File: src/rtl/wpa_pkg.sv
// Shared types, codes and reset values for the worker pool autoscaler.
`timescale 1ns / 1ps

package wpa_pkg;

  // Default widths
  localparam int DEF_TIME_BITS   = 48;
  localparam int DEF_DEPTH_BITS  = 16;
  localparam int DEF_WORKER_BITS = 8;

  // Configuration register indexes
  localparam int CFG_IDX_BITS = 3;
  localparam logic [CFG_IDX_BITS-1:0] CFG_LOAD_FACTOR       = 3'd0;
  localparam logic [CFG_IDX_BITS-1:0] CFG_BUSY_WORKERS      = 3'd1;
  localparam logic [CFG_IDX_BITS-1:0] CFG_MAX_WORKERS       = 3'd2;
  localparam logic [CFG_IDX_BITS-1:0] CFG_IDLE_WORKERS      = 3'd3;
  localparam logic [CFG_IDX_BITS-1:0] CFG_IDLE_TIMEOUT      = 3'd4;
  localparam logic [CFG_IDX_BITS-1:0] CFG_RAMP_UP_HOLDOFF   = 3'd5;
  localparam logic [CFG_IDX_BITS-1:0] CFG_RAMP_DOWN_HOLDOFF = 3'd6;

  // Register reset values, truncated to field width where used
  localparam logic [63:0] RST_LOAD_FACTOR       = 64'd4;
  localparam logic [63:0] RST_BUSY_WORKERS      = 64'd4;
  localparam logic [63:0] RST_MAX_WORKERS       = 64'd16;
  localparam logic [63:0] RST_IDLE_WORKERS      = 64'd1;
  localparam logic [63:0] RST_IDLE_TIMEOUT      = 64'd1000000;
  localparam logic [63:0] RST_RAMP_UP_HOLDOFF   = 64'd1000;
  localparam logic [63:0] RST_RAMP_DOWN_HOLDOFF = 64'd100000;

  // Pool action codes
  localparam logic [1:0] ACT_NONE   = 2'd0;
  localparam logic [1:0] ACT_ADD    = 2'd1;
  localparam logic [1:0] ACT_REMOVE = 2'd2;

  // Controller to datapath commands
  typedef struct packed {
    logic load_in;     // capture the input word
    logic start_load;  // start depth / workers division
    logic start_ovr;   // start overload division
    logic mul;         // register load, product and time compares
    logic commit;      // write result word and update tracking state
  } wpa_cmd_t;

  // Datapath to controller status
  typedef struct packed {
    logic div_busy;
    logic need_div2;
  } wpa_sts_t;

endpackage

File: src/rtl/worker_pool_autoscaler_core.sv
// Top level of the worker pool autoscaler.
`timescale 1ns / 1ps
//
// Worker pool autoscaler core.
// Input channel (in_valid/in_ready) takes one word per manager tick: now_time,
// queue_depth, worker_count. Output channel (out_valid/out_ready) returns one
// word per input: target_workers, pool_action (none/add/remove), idle_applied.
// Config port: cfg_we writes cfg_data into register cfg_index the same edge;
// write only while no word is in flight. Unused indexes are ignored.
// Flow: one word in flight. The depth/worker division yields DEPTH_BITS
// quotient bits, the overload division (only when load exceeds load_factor and
// load_factor is nonzero) DEPTH_BITS+WORKER_BITS bits, both on one shared
// restoring divider.
// in_ready is high only between words; the next word can be taken the cycle
// after the result is registered, even if that result still waits.
// Stalls: if out_ready is low, a finished word waits in the output register;
// a following result holds in the datapath until the slot frees.
// Reset (rst, sync, active high) loads the register defaults, marks the queue
// idle and clears tracking times and out_valid.
//

module worker_pool_autoscaler_core import wpa_pkg::*; #(
  parameter int TIME_BITS   = DEF_TIME_BITS,
  parameter int DEPTH_BITS  = DEF_DEPTH_BITS,
  parameter int WORKER_BITS = DEF_WORKER_BITS,
  localparam int CFG_BITS =
    (TIME_BITS >= DEPTH_BITS) ? ((TIME_BITS >= WORKER_BITS) ? TIME_BITS : WORKER_BITS)
                              : ((DEPTH_BITS >= WORKER_BITS) ? DEPTH_BITS : WORKER_BITS)
) (
  input  logic                    clk,
  input  logic                    rst,
  // configuration
  input  logic                    cfg_we,
  input  logic [CFG_IDX_BITS-1:0] cfg_index,
  input  logic [CFG_BITS-1:0]     cfg_data,
  // tick word
  input  logic                    in_valid,
  output logic                    in_ready,
  input  logic [TIME_BITS-1:0]    now_time,
  input  logic [DEPTH_BITS-1:0]   queue_depth,
  input  logic [WORKER_BITS-1:0]  worker_count,
  // result word
  output logic                    out_valid,
  input  logic                    out_ready,
  output logic [WORKER_BITS-1:0]  target_workers,
  output logic [1:0]              pool_action,
  output logic                    idle_applied
);

  wpa_cmd_t cmd;
  wpa_sts_t sts;

  // Sequencer: accept, load division, overload division when needed, commit
  wpa_ctrl u_ctrl (
    .clk       (clk),
    .rst       (rst),
    .in_valid  (in_valid),
    .in_ready  (in_ready),
    .out_valid (out_valid),
    .out_ready (out_ready),
    .sts       (sts),
    .cmd       (cmd)
  );

  // Config registers, shared divider, target/clamp/holdoff logic, output word
  wpa_dpath #(
    .TIME_BITS   (TIME_BITS),
    .DEPTH_BITS  (DEPTH_BITS),
    .WORKER_BITS (WORKER_BITS),
    .CFG_BITS    (CFG_BITS)
  ) u_dpath (
    .clk            (clk),
    .rst            (rst),
    .cfg_we         (cfg_we),
    .cfg_index      (cfg_index),
    .cfg_data       (cfg_data),
    .now_time       (now_time),
    .queue_depth    (queue_depth),
    .worker_count   (worker_count),
    .cmd            (cmd),
    .sts            (sts),
    .target_workers (target_workers),
    .pool_action    (pool_action),
    .idle_applied   (idle_applied)
  );

endmodule

File: src/rtl/wpa_ctrl.sv
// Sequencing state machine of the worker pool autoscaler.
`timescale 1ns / 1ps

module wpa_ctrl import wpa_pkg::*; (
  input  logic     clk,
  input  logic     rst,
  input  logic     in_valid,
  output logic     in_ready,
  output logic     out_valid,
  input  logic     out_ready,
  input  wpa_sts_t sts,
  output wpa_cmd_t cmd
);

  localparam logic [2:0] S_IDLE = 3'd0;
  localparam logic [2:0] S_LD   = 3'd1;
  localparam logic [2:0] S_WL   = 3'd2;
  localparam logic [2:0] S_MUL  = 3'd3;
  localparam logic [2:0] S_CK   = 3'd4;
  localparam logic [2:0] S_WO   = 3'd5;
  localparam logic [2:0] S_FIN  = 3'd6;

  logic [2:0] state, state_next;
  logic       slot_free;

  assign in_ready  = (state == S_IDLE);
  assign slot_free = !out_valid || out_ready;

  always_comb begin
    state_next     = state;
    cmd            = '0;
    cmd.load_in    = in_valid && in_ready;
    case (state)
      S_IDLE: begin
        if (in_valid) state_next = S_LD;
      end
      S_LD: begin
        cmd.start_load = 1'b1;
        state_next     = S_WL;
      end
      S_WL: begin
        if (!sts.div_busy) state_next = S_MUL;
      end
      S_MUL: begin
        cmd.mul    = 1'b1;
        state_next = S_CK;
      end
      S_CK: begin
        if (sts.need_div2) begin
          cmd.start_ovr = 1'b1;
          state_next    = S_WO;
        end else begin
          state_next = S_FIN;
        end
      end
      S_WO: begin
        if (!sts.div_busy) state_next = S_FIN;
      end
      S_FIN: begin
        if (slot_free) begin
          cmd.commit = 1'b1;
          state_next = S_IDLE;
        end
      end
      default: state_next = S_IDLE;
    endcase
  end

  always_ff @(posedge clk) begin
    if (rst) begin
      state     <= S_IDLE;
      out_valid <= 1'b0;
    end else begin
      state <= state_next;
      if (cmd.commit) out_valid <= 1'b1;
      else if (out_ready) out_valid <= 1'b0;
    end
  end

  // A result word never overwrites one still waiting
  a_commit_slot: assert property (@(posedge clk) disable iff (rst)
    cmd.commit |-> (!out_valid || out_ready))
    else $error("commit while output word pending");

  // An accepted word always starts the load division next
  a_accept_seq: assert property (@(posedge clk) disable iff (rst)
    (in_valid && in_ready) |=> (state == S_LD))
    else $error("accept did not start division");

  // Output valid only rises after a commit
  a_valid_rise: assert property (@(posedge clk) disable iff (rst)
    $rose(out_valid) |-> $past(cmd.commit))
    else $error("output valid without commit");

  // Overload division only starts on an idle divider when needed
  a_ovr_start: assert property (@(posedge clk) disable iff (rst)
    cmd.start_ovr |-> (sts.need_div2 && !sts.div_busy))
    else $error("bad overload division start");

endmodule

File: src/rtl/wpa_dpath.sv
// Datapath of the worker pool autoscaler: config, divider, target and actions.
`timescale 1ns / 1ps

module wpa_dpath import wpa_pkg::*; #(
  parameter int TIME_BITS   = DEF_TIME_BITS,
  parameter int DEPTH_BITS  = DEF_DEPTH_BITS,
  parameter int WORKER_BITS = DEF_WORKER_BITS,
  parameter int CFG_BITS    = DEF_TIME_BITS
) (
  input  logic                    clk,
  input  logic                    rst,
  input  logic                    cfg_we,
  input  logic [CFG_IDX_BITS-1:0] cfg_index,
  input  logic [CFG_BITS-1:0]     cfg_data,
  input  logic [TIME_BITS-1:0]    now_time,
  input  logic [DEPTH_BITS-1:0]   queue_depth,
  input  logic [WORKER_BITS-1:0]  worker_count,
  input  wpa_cmd_t                cmd,
  output wpa_sts_t                sts,
  output logic [WORKER_BITS-1:0]  target_workers,
  output logic [1:0]              pool_action,
  output logic                    idle_applied
);

  localparam int QW = DEPTH_BITS + WORKER_BITS;  // divider width
  localparam int TW = QW + 2;                    // signed target width
  localparam int CW = $clog2(QW + 1);

  // Config registers
  logic [DEPTH_BITS-1:0]  load_factor;
  logic [WORKER_BITS-1:0] busy_workers, max_workers, idle_workers;
  logic [TIME_BITS-1:0]   idle_timeout, ramp_up_holdoff, ramp_down_holdoff;

  // Tracking state
  logic [DEPTH_BITS-1:0]  previous_depth;
  logic [TIME_BITS-1:0]   idle_since, last_change_time;
  logic                   idle_tracking;

  // Captured input word
  logic [TIME_BITS-1:0]   now_r;
  logic [DEPTH_BITS-1:0]  depth_r;
  logic [WORKER_BITS-1:0] workers_r;

  // Divider
  logic [QW-1:0] rem, dq, dvs, rem_next;
  logic [QW:0]   shifted, trial;
  logic [CW-1:0] cnt;
  logic          div_busy, qbit;

  // Product stage
  logic          load_le, lf_zero, depth_nz, need_div2, span_neg;
  logic          idle_gt, up_gt, dn_gt;
  logic [QW-1:0] prod_mag;

  always_ff @(posedge clk) begin
    if (rst) begin
      load_factor       <= RST_LOAD_FACTOR[DEPTH_BITS-1:0];
      busy_workers      <= RST_BUSY_WORKERS[WORKER_BITS-1:0];
      max_workers       <= RST_MAX_WORKERS[WORKER_BITS-1:0];
      idle_workers      <= RST_IDLE_WORKERS[WORKER_BITS-1:0];
      idle_timeout      <= RST_IDLE_TIMEOUT[TIME_BITS-1:0];
      ramp_up_holdoff   <= RST_RAMP_UP_HOLDOFF[TIME_BITS-1:0];
      ramp_down_holdoff <= RST_RAMP_DOWN_HOLDOFF[TIME_BITS-1:0];
    end else if (cfg_we) begin
      case (cfg_index)
        CFG_LOAD_FACTOR:       load_factor       <= cfg_data[DEPTH_BITS-1:0];
        CFG_BUSY_WORKERS:      busy_workers      <= cfg_data[WORKER_BITS-1:0];
        CFG_MAX_WORKERS:       max_workers       <= cfg_data[WORKER_BITS-1:0];
        CFG_IDLE_WORKERS:      idle_workers      <= cfg_data[WORKER_BITS-1:0];
        CFG_IDLE_TIMEOUT:      idle_timeout      <= cfg_data[TIME_BITS-1:0];
        CFG_RAMP_UP_HOLDOFF:   ramp_up_holdoff   <= cfg_data[TIME_BITS-1:0];
        CFG_RAMP_DOWN_HOLDOFF: ramp_down_holdoff <= cfg_data[TIME_BITS-1:0];
        default: ;
      endcase
    end
  end

  always_ff @(posedge clk) begin
    if (cmd.load_in) begin
      now_r     <= now_time;
      depth_r   <= queue_depth;
      workers_r <= worker_count;
    end
  end

  // Restoring divider, one quotient bit per cycle
  assign shifted  = {rem, dq[QW-1]};
  assign trial    = shifted - {1'b0, dvs};
  assign qbit     = !trial[QW];
  assign rem_next = qbit ? trial[QW-1:0] : shifted[QW-1:0];

  always_ff @(posedge clk) begin
    if (rst) begin
      div_busy <= 1'b0;
    end else if (cmd.start_load || cmd.start_ovr) begin
      div_busy <= 1'b1;
    end else if (div_busy && cnt == CW'(1)) begin
      div_busy <= 1'b0;
    end
  end

  always_ff @(posedge clk) begin
    if (cmd.start_load) begin
      // depth left-aligned: quotient lands in the low DEPTH_BITS
      rem <= '0;
      dq  <= {depth_r, {WORKER_BITS{1'b0}}};
      dvs <= QW'(workers_r);
      cnt <= CW'(DEPTH_BITS);
    end else if (cmd.start_ovr) begin
      rem <= '0;
      dq  <= prod_mag;
      dvs <= QW'(load_factor);
      cnt <= CW'(QW);
    end else if (div_busy) begin
      rem <= rem_next;
      dq  <= {dq[QW-2:0], qbit};
      cnt <= cnt - CW'(1);
    end
  end

  assign sts.div_busy  = div_busy;
  assign sts.need_div2 = need_div2;

  // Load, overload product and elapsed-time compares
  logic [DEPTH_BITS-1:0]  load_val, over;
  logic [WORKER_BITS:0]   span, span_abs;
  logic [TIME_BITS-1:0]   el_idle, el_change;

  always_comb begin
    load_val  = (workers_r == '0) ? depth_r : dq[DEPTH_BITS-1:0];
    over      = load_val - load_factor;
    span      = {1'b0, max_workers} - {1'b0, busy_workers};
    span_abs  = span[WORKER_BITS] ? (~span + 1'b1) : span;
    el_idle   = now_r - idle_since;
    el_change = now_r - last_change_time;
  end

  always_ff @(posedge clk) begin
    if (cmd.mul) begin
      depth_nz  <= (depth_r != '0);
      load_le   <= (load_val <= load_factor);
      lf_zero   <= (load_factor == '0);
      need_div2 <= (depth_r != '0) && (load_val > load_factor) && (load_factor != '0);
      span_neg  <= span[WORKER_BITS];
      prod_mag  <= QW'(span_abs[WORKER_BITS-1:0]) * QW'(over);
      idle_gt   <= (el_idle > idle_timeout);
      up_gt     <= (el_change > ramp_up_holdoff);
      dn_gt     <= (el_change > ramp_down_holdoff);
    end
  end

  // Target selection and clamp
  logic signed [TW-1:0] busy_s, max_s, idle_s, workers_s, q_s;
  logic signed [TW-1:0] tgt_raw, tgt_sel, tgt_lo, tgt_clamp;
  logic                 depth_z, prev_nz, idle_hit;
  logic [1:0]           action;

  always_comb begin
    busy_s    = $signed(TW'(busy_workers));
    max_s     = $signed(TW'(max_workers));
    idle_s    = $signed(TW'(idle_workers));
    workers_s = $signed(TW'(workers_r));
    q_s       = $signed(TW'(dq));
    depth_z   = !depth_nz;
    prev_nz   = (previous_depth != '0);

    tgt_raw = workers_s;
    if (depth_nz) begin
      if (load_le)      tgt_raw = busy_s;
      else if (lf_zero) tgt_raw = max_s;
      else if (span_neg) tgt_raw = busy_s - q_s;  // truncation toward zero
      else              tgt_raw = busy_s + q_s;
    end

    idle_hit = !prev_nz && depth_z && idle_tracking && idle_gt;
    tgt_sel  = idle_hit ? idle_s : tgt_raw;

    // raise to idle first, then cap at max
    tgt_lo    = (tgt_sel < idle_s) ? idle_s : tgt_sel;
    tgt_clamp = (tgt_lo > max_s) ? max_s : tgt_lo;

    if (tgt_clamp > workers_s && up_gt)      action = ACT_ADD;
    else if (tgt_clamp < workers_s && dn_gt) action = ACT_REMOVE;
    else                                     action = ACT_NONE;
  end

  always_ff @(posedge clk) begin
    if (rst) begin
      previous_depth   <= '0;
      idle_since       <= '0;
      idle_tracking    <= 1'b1;
      last_change_time <= '0;
    end else if (cmd.commit) begin
      previous_depth <= depth_r;
      if (prev_nz && depth_z) begin
        idle_since    <= now_r;
        idle_tracking <= 1'b1;
      end else if (depth_nz) begin
        idle_tracking <= 1'b0;
      end
      if (action != ACT_NONE) last_change_time <= now_r;
    end
  end

  always_ff @(posedge clk) begin
    if (cmd.commit) begin
      target_workers <= tgt_clamp[WORKER_BITS-1:0];
      pool_action    <= action;
      idle_applied   <= idle_hit;
    end
  end

endmodule

File: config.mk
export PLATFORM = sky130hd
export DESIGN_NAME = worker_pool_autoscaler_core
export DESIGN_NICKNAME = d
export VERILOG_FILES = /design/src/rtl/wpa_pkg.sv /design/src/rtl/worker_pool_autoscaler_core.sv /design/src/rtl/wpa_ctrl.sv /design/src/rtl/wpa_dpath.sv
export SDC_FILE = /design/constraint.sdc
export NUM_CORES = 2
export LEC_CHECK = 0
export BUFFER_PORTS_ARGS = -buffer_cell sky130_fd_sc_hd__buf_4
export CORE_MARGIN = 1.5
export CORE_UTILIZATION = 50
export DETAILED_ROUTE_END_ITERATION = 7
export GPL_TIMING_DRIVEN = 0
export PLACE_DENSITY_LB_ADDON = 0.25
export RECOVER_POWER = 25
export SLEW_MARGIN = 20
export SYNTH_ARGS = -nofsm -noshare
export SYNTH_HDL_FRONTEND = slang
export SYNTH_SLANG_ARGS = --single-unit
File: constraint.sdc
create_clock -name clk -period 9 [get_ports clk]
set_clock_uncertainty 0.15 [all_clocks]
set_input_delay 0.45 -clock clk [delete_from_list [all_inputs] [get_ports clk]]
set_output_delay 0.45 -clock clk [all_outputs]
set_load 0.02 [all_outputs]
==> metrics.md <==
| Metric | Value |
|---|---|
| Initial core utilization | 50.4% |
| Reg area | 0.0111 mm² |
| Post-synthesis cell count | 4140 |
| H-tree depth | 2 |
| Reg clk slew, reported paths | 0.06 ns |
| P&R area growth vs syn | 21.3% |
| Multi-input logic area | 0.0225 mm² |
| Final HPWL DP | 79.7 mm |
| Vias in the first global route | 29.5k |
| #FFs+latches synth | 486 |
| Mean Syn Cell Area | 8.34 µm² |
| Port bufs | 137 |
| Area after DPL | 0.0368 mm² |
| Synth warnings | 0 |
| Sw Ratio | 46.0% |
| CP max stage delay | 0.47 ns |
| Via count | 31.6k |
| Rows | 96 |
| Ys async rst share | 0% |
| Failing checks | capacitance limit, slew limit, setup timing |
| Share of cells above drive strength 1 | 11.7% |
| Outcome | finished with violations |
| Mapped Nets | 4724 |
| Finished Cell Area | 0.0419 mm² |
| CTS tree | built |
| Internal | 0.0102 W |
| Grt total ovfl | 0 |
| Crit Path Max Fanout | 6 |
| Worst-Margin Slew | 1.70 ns |
| Max-slew violation count | 30 |
| WL/cell | 19.6 µm |
| Hold/Removal Path Class | input pin to flip-flop |
| Worst EP arrival | 9.49 ns |
| Utilization after layout | 61.2% |
| Worst EP required | 9.39 ns |
| Fin nets | 5094 |
| Most Frequent Cell on Critical Path | o21a_1 |
| CP Launch Type | flip-flop |
| Worst skew pair latency | 0.63 ns |
| Total GRT Usage | 29.2% |
| Final Hold Fails | 0 |
| DRT Pass-1 Iters | 6 |
| Total clock sinks | 486 |
| Post-Route Setup TNS | -1.07 ns |
| Leakage | 16.1 nW |
| Hold Crit Depth | 5 |
| Slowest cell on crit path | or3_4 |
| Syn Std Cell Area | 0.0345 mm² |
| Clock root buffer | clkbuf_16 |
| Main synth FF type | dfxtp_1 |
| R2R cell count | 44 |
| Die H | 266 µm |
| FILL cells | 5890 |
| Routed Wire Length | 107 mm |
| Max cap viols | 1 |
| Min cycle time layout | 9.10 ns |
| Endpoints failing setup | 26 |
| Gate power share | 69.8% |
| Setup ws final | -0.100 ns |
| Initial antenna violation count | 3 |
| Core region area | 0.0685 mm² |
| Clock power frac | 12.3% |
| Slew headroom | -13.4% |
| RePlAce Congestion | 0.950 |
| Share of total power in sequential cells | 17.9% |
| Crit. End Element | flip-flop |
| # DRC | 0 |
| Count of different cell masters after synthesis | 91 |
| Max Fclk | 110 MHz |
| Switching power | 0.00863 W |
| DRT iter0 DRCs | 2825 |
| CTS Buf Count | 56 |
| Number of enable flip-flop cells after synthesis | 139 |
| DR vias/cell | 5.80 |
| P per Cell Area | 448 mW/mm² |
| Max clock buf depth | 3 |
| First-pass GRT wire length | 163 mm |
| Antenna Violating Nets Remaining | 0 |
| I/O pin total | 141 |
| Die width | 266 µm |
| Fin Hold WS | 0.168 ns |
| Period utilisation layout | 101% |
| Full die area | 0.0706 mm² |
| Largest net degree at the start of global routing | 30 |
| Seq/Total Area, Yosys | 32.2% |
| Tot Pwr | 0.0188 W |
| RSZ-0062 raised after global routing | true |
| CP Class | flip-flop to flip-flop |
| Maximum vdd ir drop | 0.00140 V |
## cells by family after synthesis
logic type / synth area share (%)
mux: 2.28
flops: 32.2
buf+inv: 6.90
xor+xnor: 3.91
simple gates: 17.3
fa+ha+maj: 18.5
compound gates: 18.9
## path summary, 6_finish.rpt
path / startpoint / to / slack (ns)
worst max-delay path: u_dpath.busy_workers[0] / u_dpath.last_change_time[45] / -0.10
worst max register to register: u_dpath.busy_workers[0] / u_dpath.last_change_time[45] / -0.10
worst min-delay path: in_valid / u_ctrl.state[0] / 0.17
worst min register to register: u_dpath.idle_since[19] / u_dpath.idle_since[19] / 0.30
## worst max-delay path, delay by kind of cell, from the launching register on
family | cells | cell delay, ns
buf+inv | 5 | 0.67
simple gates | 11 | 2.07
flops | 1 | 0.37
compound gates | 22 | 3.92
mux | 1 | 0.34
fa+ha+maj | 5 | 1.45
## layout by cell type (no fill, tap or decap), types with 20 or more instances in the layout
| master | netlist | routed |
|---|---|---|
| dfxtp_1 | 347 | 336 |
| clkbuf_16 | 0 | 63 |
| nand2_1 | 686 | 681 |
| nor4_1 | 28 | 26 |
| o2111ai_1 | 56 | 23 |
| clkbuf_1 | 153 | 160 |
| clkbuf_4 | 0 | 69 |
| ha_1 | 365 | 357 |
| fa_1 | 91 | 90 |
| o21a_1 | 48 | 46 |
| nand2b_1 | 65 | 63 |
| nor2b_1 | 70 | 68 |
| nand4_1 | 54 | 54 |
| mux2i_1 | 49 | 48 |
| dlygate4sd3_1 | 0 | 120 |
| a211oi_1 | 38 | 36 |
| nand3_1 | 49 | 48 |
| nor2_1 | 183 | 182 |
| o211ai_1 | 37 | 37 |
| a21oi_1 | 418 | 414 |
| xnor2_1 | 105 | 98 |
| nor3_1 | 55 | 51 |
| o31ai_2 | 0 | 20 |
| xor2_1 | 49 | 46 |
| a31oi_1 | 24 | 23 |
| or3_1 | 22 | 21 |
| edfxtp_1 | 139 | 139 |
| buf_4 | 2 | 87 |
| o31ai_4 | 1 | 29 |
| inv_1 | 456 | 454 |
| o21ai_0 | 165 | 145 |
| a21o_1 | 92 | 92 |
## cells in the mapped netlist, types with 17 or more instances
master / instances / share of area, %
nand2_1: 686 / 7.5
a21oi_1: 418 / 6.1
nor4_1: 28 / 0.51
nor3_1: 55 / 0.80
or3_1: 22 / 0.40
o21a_1: 48 / 1.0
xor2_1: 49 / 1.2
nand2b_1: 65 / 1.2
a21o_1: 92 / 2.0
edfxtp_1: 139 / 12
nor2_1: 183 / 2.0
and3_1: 19 / 0.34
ha_1: 365 / 13
o31ai_1: 56 / 1.2
a31oi_1: 24 / 0.43
or2_2: 18 / 0.33
a211oi_1: 38 / 0.83
mux2_2: 17 / 0.55
inv_1: 456 / 5.0
nor2b_1: 70 / 1.3
mux2i_1: 49 / 1.4
o2111ai_1: 56 / 1.4
nand4_1: 54 / 0.98
fa_1: 91 / 5.3
o211ai_1: 37 / 0.80
clkbuf_1: 153 / 1.7
dfxtp_1: 347 / 20
o21ai_0: 165 / 2.4
xnor2_1: 105 / 2.7
nand3_1: 49 / 0.71
## final cells by class
type | count | share of cell area, %
Buffer | 169 | 2.06
Inverter | 457 | 4.09
Multi-Input combinational cell | 3025 | 53.6
Antenna cell | 3 | 0.0179
Clock buffer | 78 | 3.83
Timing Repair Buffer | 315 | 6.53
Tap cell | 882 | 2.63
Sequential cell | 486 | 26.6
Clock inverter | 27 | 0.588
## power groups by stage
stage / Sequential (W) / Combinational (W) / Clock (W)
finish: 0.00336 / 0.0131 / 0.00232
global placement: 0.00340 / 0.0121 / 0
detailed placement: 0.00337 / 0.0124 / 0
floorplan: 0.00328 / 0.00988 / 0
CTS: 0.00333 / 0.0128 / 0.00234
global route: 0.00338 / 0.0146 / 0.00242
## stage by stage
| stage | worst slack [ns] | cells |
|---|---|---|
| 4_1_cts | -0.00916 | 5424 |
| 3_3_place_gp | -4.19 | 5159 |
| 6_report | -0.100 | 5442 |
| 5_1_grt | -0.414 | 5441 |
| 3_5_place_dp | -1.97 | 5173 |
| 2_1_floorplan | 0.0785 | 4140 |
## metal layers
metal	track usage, %	vias to the layer above	wire length (µm)
met2	46.9	1145	48900
met4	10.3	0	3700
met1	40.1	15100	46600
met3	3.96	220	7490
met5	0	-	0
li1	-	15100	-
## repair_timing
action	CTS	global route
setup buffers	25	16
gates resized for setup	119	245
gates cloned	1	4
endpoints found under the hold margin	219	0
pin swaps	26	43
setup endpoints to repair	56	54
hold buffers	120	0
## registers in the layout, indices dropped and copies added (netlist names), 24 cells and up
| name | cells |
|---|---|
| u_dpath.ramp_up_holdoff | 48 |
| u_dpath.ramp_down_holdoff | 48 |
| u_dpath.idle_since | 48 |
| u_dpath.last_change_time | 48 |
| u_dpath.idle_timeout | 48 |
| u_dpath.now_r | 48 |
| u_dpath.dq | 24 |
| u_dpath.prod_mag | 24 |
| u_dpath.rem | 24 |
Note: power is estimated with default switching activity, not from simulation.
